==> src/design/fmpf_ram.sv <==
// fmpf_ram: generic simple dual-port RAM, one write port and one registered read port.
// No dependencies.
module fmpf_ram #(
    parameter int WIDTH = 8,
    parameter int DEPTH = 16,
    localparam int ADDR_W = (DEPTH > 1) ? $clog2(DEPTH) : 1
) (
    input  logic              aclk,
    input  logic              wr_en,
    input  logic [ADDR_W-1:0] wr_addr,
    input  logic [WIDTH-1:0]  wr_data,
    input  logic              rd_en,
    input  logic [ADDR_W-1:0] rd_addr,
    output logic [WIDTH-1:0]  rd_data
);

    logic [WIDTH-1:0] mem [DEPTH];
    logic [WIDTH-1:0] rd_data_reg;

    always_ff @(posedge aclk) begin
        if (wr_en) begin
            mem[wr_addr] <= wr_data;
        end
        if (rd_en) begin
            rd_data_reg <= mem[rd_addr];
        end
    end

    assign rd_data = rd_data_reg;

endmodule

==> config.mk <==
export PLATFORM = sky130hd
export DESIGN_NAME = fmpf_ram
export DESIGN_NICKNAME = d
export VERILOG_FILES = /design/src/design/fmpf_ram.sv
export SDC_FILE = /design/constraint.sdc
export NUM_CORES = 1
export LEC_CHECK = 0
export BUFFER_PORTS_ARGS = -buffer_cell sky130_fd_sc_hd__buf_2
export CORE_MARGIN = 2
export CORE_UTILIZATION = 40
export DETAILED_ROUTE_END_ITERATION = 10
export GPL_TIMING_DRIVEN = 0
export PLACE_DENSITY = 0.64
export SYNTH_ARGS = -nofsm -noshare
export SYNTH_HDL_FRONTEND = slang
export SYNTH_SLANG_ARGS = --single-unit
==> constraint.sdc <==
create_clock -name aclk -period 2.51 [get_ports aclk]
set_clock_uncertainty 0.15 [all_clocks]
set_input_delay 0.502 -clock aclk [delete_from_list [all_inputs] [get_ports aclk]]
set_output_delay 0.502 -clock aclk [all_outputs]
set_load 0.05 [all_outputs]
==> results.sh, run 1 <==
export IMPL_nFillCells=1026
export IMPL_post_route_min_period_ns=2.27
export IMPL_nets=293
export IMPL_drv_cap=0
export IMPL_num_vias=2393
export IMPL_hold_path_class="in2reg"
export IMPL_die_h_um=118
export IMPL_drv_slew=0
export IMPL_overflow=0
export IMPL_fin_area_um2=6200
export IMPL_syn_instance_count=229
export IMPL_rsz0062_at_grt="false"
export IMPL_critPathMaxFanout=8
export IMPL_largest_reg_flops=128
export IMPL_via_per_inst=5.21
export IMPL_start_kind="input port"
export IMPL_antenna_found_initial=0
export IMPL_fin_tns_setup_ns=0
export IMPL_r2r_cells=3
export IMPL_dieArea_um2=14000
export IMPL_setup_viol=0
export IMPL_leakagePower_nw=2.05
export IMPL_status="finished, final reports clean"
export IMPL_max_slew_worst_pin_slew_ns=1.28
export IMPL_grt_use_total_pct=15.1
export IMPL_h_tree_depth=4
export IMPL_die_w_um=118
export IMPL_dr_pass1_iters=4
export IMPL_cts_buffer_depth=2
export IMPL_fmax_mhz=441
export IMPL_ys_seq_elements=136
export IMPL_ios=27
export IMPL_post_cts_resized=0
export IMPL_drtIter0Drc=127
export IMPL_powerDensity_nw_per_um2=876
export IMPL_slew_limit_headroom_pct=13.9
export IMPL_hold_slack_ns=0.281
export IMPL_grt_pass1_vias=2442
export IMPL_ys_types=18
export IMPL_syn_area_per_cell_um2=22.8
export IMPL_cts_made_buffers=17
export IMPL_ys_seq_area_share_pct=78.1
export IMPL_num_rows=41
export IMPL_peakVddDrop_mv=0.366
export IMPL_grt_max_degree=17
export IMPL_wl_per_cell_um=21.6
export IMPL_cts_tree="yes"
export IMPL_diodes=0
export IMPL_grt_first_pass_wirelength_mm=14.9
export IMPL_final_cells=459
export IMPL_wirelength_mm=9.91
export IMPL_hold_viol_final=0
export IMPL_post_cts_buffers=0
export IMPL_dp_slack_ns=-0.268
export IMPL_worst_endpoint_arrival_ns=2.14
export IMPL_syn_cell_area_um2=5230
export IMPL_io_buffer_count=25
export IMPL_setup_ws_ns=0.242
export IMPL_crit_required_ns=2.38
export IMPL_path_clk_slew_ns=0.06
export IMPL_hold_buffers=0
export IMPL_placed_area_um2=5570
export IMPL_place_inst=426
export IMPL_end_kind="flop"
export IMPL_cts_sinks=136
export IMPL_period_share_pct=90.4
export IMPL_crit_type="in2reg"
export IMPL_synth_net_count=248
export IMPL_place_hpwl_mm=6.32
export IMPL_syn_to_final_growth_pct=18.6
export IMPL_postRouteAntennaNets=0
export IMPL_core_um2=12700
export IMPL_synth_yosys_warnings=0
export IMPL_insertion_delay_ns=0.41
export IMPL_drive_above_1_share_pct=30.0
export IMPL_globalplace_congestion=0.708
export IMPL_drc_errors=0
export IMPL_cts_root_buf="clkbuf_16"
export IMPL_whs_path_depth=1
export IMPL_start_util_pct=41.3
## synth_stat cells
cell type        count  area share (%)
buf_2                3            0.29
nor2b_1              1            0.12
mux4_2              18             7.8
mux4_1              14             7.0
nor2_1              13            0.93
nand2_1              9            0.65
edfxtp_1           136              78
nand2b_1             2            0.24
and2b_1              1            0.14
and2_1               1            0.12
or3b_2               1            0.17
nand3b_1             2            0.29
nand3_1              1           0.096
buf_6                3            0.65
clkdlybuf4s25_2      3            0.57
buf_4                1            0.14
nor3_1               4            0.38
a22oi_1             16             2.3
## final timing paths
path	from	to	slack, ns
worst min register to register	mem[0][3]	rd_data[3]	0.62
worst max register to register	mem[8][1]	rd_data[1]	0.85
worst max-delay path	wr_addr[2]	mem[0][4]	0.24
worst min-delay path	rd_en	rd_data[4]	0.28
## worst max-delay path, cell delays in order
cell	delay (ns)
buf_2	0.13
or3b_2	0.51
nor3_1	0.99
## cell usage in the layout (no fill, tap or decap), drive strengths merged
master and count:
clkinvlp 5, nand2 9, and2 1, nand2b 2
or3b 1, and2b 1, nor2b 1, buf 32
inv 2, edfxtp 136, mux4 32, bufinv 4
nor2 13, nand3b 2, nor3 4, a22oi 16
clkdlybuf4s25 3, nand3 1, clkinv 4, clkbuf 18
## power by group
group / switching (mW) / internal [mW] / total (mW)
Clock: 0.924 / 1.66 / 2.59
Sequential: 0.0106 / 2.56 / 2.57
Combinational: 0.178 / 0.0991 / 0.277
## metrics by stage
stage          util [%]  total power, mW
6_report           48.9             5.43
3_5_place_dp       43.9             2.90
5_1_grt            48.9             5.60
2_1_floorplan         -             2.78
3_3_place_gp       43.9             2.89
4_1_cts            48.9             5.48
## cell families (layout without fill, tap and decap cells)
group,count (synthesis),in the layout,share of synthesized area [%]
simple gates,35,35,3.14
mux,32,32,14.8
compound gates,16,16,2.30
flops,136,136,78.1
buf+inv,10,68,1.65
## layout make-up
cell class / count / area [µm²] / share of cell area (%)
Clock buffer: 17 / 425 / 6.86
Timing Repair Buffer: 26 / 133 / 2.14
Multi-Input combinational cell: 83 / 1060 / 17.0
Buffer: 10 / 86.3 / 1.39
Sequential cell: 136 / 4080 / 65.8
Clock inverter: 15 / 201 / 3.25
Tap cell: 172 / 215 / 3.47
## layer usage
metal | wire (µm) | global-route usage [%]
met5 | 0 | 0
met1 | 4440 | 20.3
met2 | 4850 | 23.2
met3 | 497 | 4.39
met4 | 124 | 6.55
(Power assumes the default switching activity.)
==> inputs of run 2 (changes only) <==
--- a/config.mk
+++ b/config.mk
@@ -11,6 +11,7 @@
 export DETAILED_ROUTE_END_ITERATION = 10
 export GPL_TIMING_DRIVEN = 0
 export PLACE_DENSITY = 0.64
+export RECOVER_POWER = 100
 export SYNTH_ARGS = -nofsm -noshare
 export SYNTH_HDL_FRONTEND = slang
 export SYNTH_SLANG_ARGS = --single-unit
==> run 2 against run 1 <==
  * Utilization is 0.27 points lower
  * Highest routed layer unchanged
  * Die area stayed put
  * Global-route usage stayed put
  * Critical endpoint is now rd_data[5]
==> results.sh, run 2 (synthesized netlist as in run 1, its figures left out) <==
export IMPL_worst_endpoint_arrival_ns=2.27
export IMPL_hold_viol_final=0
export IMPL_cts_buffer_depth=2
export IMPL_dieArea_um2=14000
export IMPL_path_clk_slew_ns=0.06
export IMPL_io_buffer_count=25
export IMPL_hold_buffers=0
export IMPL_setup_viol=0
export IMPL_crit_type="in2reg"
export IMPL_cts_tree="yes"
export IMPL_drive_above_1_share_pct=23.0
export IMPL_rsz0062_at_grt="false"
export IMPL_peakVddDrop_mv=0.369
export IMPL_seq_area_um2=4080
export IMPL_ios=27
export IMPL_dr_pass1_iters=4
export IMPL_powerDensity_nw_per_um2=881
export IMPL_drv_slew=0
export IMPL_cts_made_buffers=17
export IMPL_critPathMaxFanout=10
export IMPL_globalplace_congestion=0.708
export IMPL_diodes=0
export IMPL_num_vias=2408
export IMPL_final_common_cell="edfxtp_1"
export IMPL_die_w_um=118
export IMPL_r2r_cells=3
export IMPL_wirelength_mm=10.0
export IMPL_critPathLaunch="rd_addr[0]"
export IMPL_reg2reg_from="mem[8][1]"
export IMPL_place_hpwl_mm=6.32
export IMPL_post_cts_buffers=0
export IMPL_hold_end="rd_data[4]"
export IMPL_insertion_delay_ns=0.42
export IMPL_nets=293
export IMPL_grt_max_degree=17
export IMPL_largest_reg_flops=128
export IMPL_antenna_found_initial=0
export IMPL_overflow=0
export IMPL_status="finished, final reports clean"
export IMPL_multi_input_area_um2=1060
export IMPL_wl_per_cell_um=21.9
export IMPL_drc_errors=0
export IMPL_post_cts_resized=0
export IMPL_drtIter0Drc=142
export IMPL_hold_slack_ns=0.362
export IMPL_via_per_inst=5.25
export IMPL_finalPower_mw=5.43
export IMPL_num_rows=41
export IMPL_syn_to_final_growth_pct=18.0
export IMPL_core_um2=12700
export IMPL_postRouteAntennaNets=0
export IMPL_whs_path_depth=1
export IMPL_max_slew_worst_pin_slew_ns=1.27
export IMPL_die_h_um=118
export IMPL_worstReg2RegEnd="rd_data[1]"
export IMPL_h_tree_depth=4
export IMPL_grt_pass1_vias=2442
export IMPL_drv_cap=0
export IMPL_fmax_mhz=441
export IMPL_grt_first_pass_wirelength_mm=14.9
export IMPL_leakagePower_nw=1.99
export IMPL_cts_sinks=136
export IMPL_cts_root_buf="clkbuf_16"
export IMPL_grt_use_total_pct=15.1
export IMPL_final_cell_mix="edfxtp_1 (136), clkbuf_1 (20), mux4_2 (18)"
export IMPL_start_util_pct=41.3
export IMPL_start_kind="input port"
export IMPL_end_kind="flop"
export IMPL_hold_path_class="in2reg"
export IMPL_nFillCells=1040
export IMPL_post_route_min_period_ns=2.27
export IMPL_r2r_slack_ns=0.86
export IMPL_period_share_pct=90.4
export IMPL_hold_start="rd_en"
export IMPL_slew_limit_headroom_pct=14.7
export IMPL_crit_required_ns=2.51
==> run 2: worst max path at each step <==
stage / endpoint / slack [ns] / cells after the start
finish: rd_data[5] / 0.24 / 5
global route: mem[0][4] / 0.16 / 3
CTS: mem[0][4] / 0.17 / 3
detailed placement: mem[0][4] / -0.27 / 3
global placement: mem[0][4] / -0.21 / 3
floorplan: mem[0][0] / 0.37 / 2
==> run 2: metrics by stage <==
stage / cell area (µm²) / cells / util (%) / setup TNS, ns / setup slack (ns)
4_1_cts: 6190 / 458 / 48.9 / 0 / 0.172
3_5_place_dp: 5570 / 426 / 43.9 / -2.14 / -0.268
5_1_grt: 6170 / 459 / 48.7 / 0 / 0.163
6_report: 6170 / 459 / 48.7 / 0 / 0.242
2_1_floorplan: 5230 / 229 / - / 0 / 0.365
3_3_place_gp: 5570 / 426 / 43.9 / -1.67 / -0.209
==> run 2: worst max-delay path, stage by stage <==
cell,delay (ns)
buf_6,0.10
clkbuf_1,0.63
mux4_1,0.65
a22oi_1,0.26
nand2_1,0.12
==> run 2: layout make-up <==
class | instances | share of cell area [%]
multi-input combinational | 83 | 17.1
clock inverter | 15 | 3.27
clock buffer | 17 | 6.90
buffer | 10 | 1.28
tap | 172 | 3.49
sequential | 136 | 66.2
timing repair buffer | 26 | 1.72
==> run 2: per-layer routing <==
metal	global-route usage [%]	vias up	share of wire, %
li1	-	1071	-
met1	20.3	1257	44
met2	23.2	67	49
met3	4.39	13	5.5
met4	6.55	0	1.5
met5	0	-	0
==> run 2: where the power goes <==
group,internal (mW),total (mW),switching [mW]
combinational,0.0919,0.270,0.178
clock,1.66,2.59,0.931
sequential,2.56,2.57,0.0111
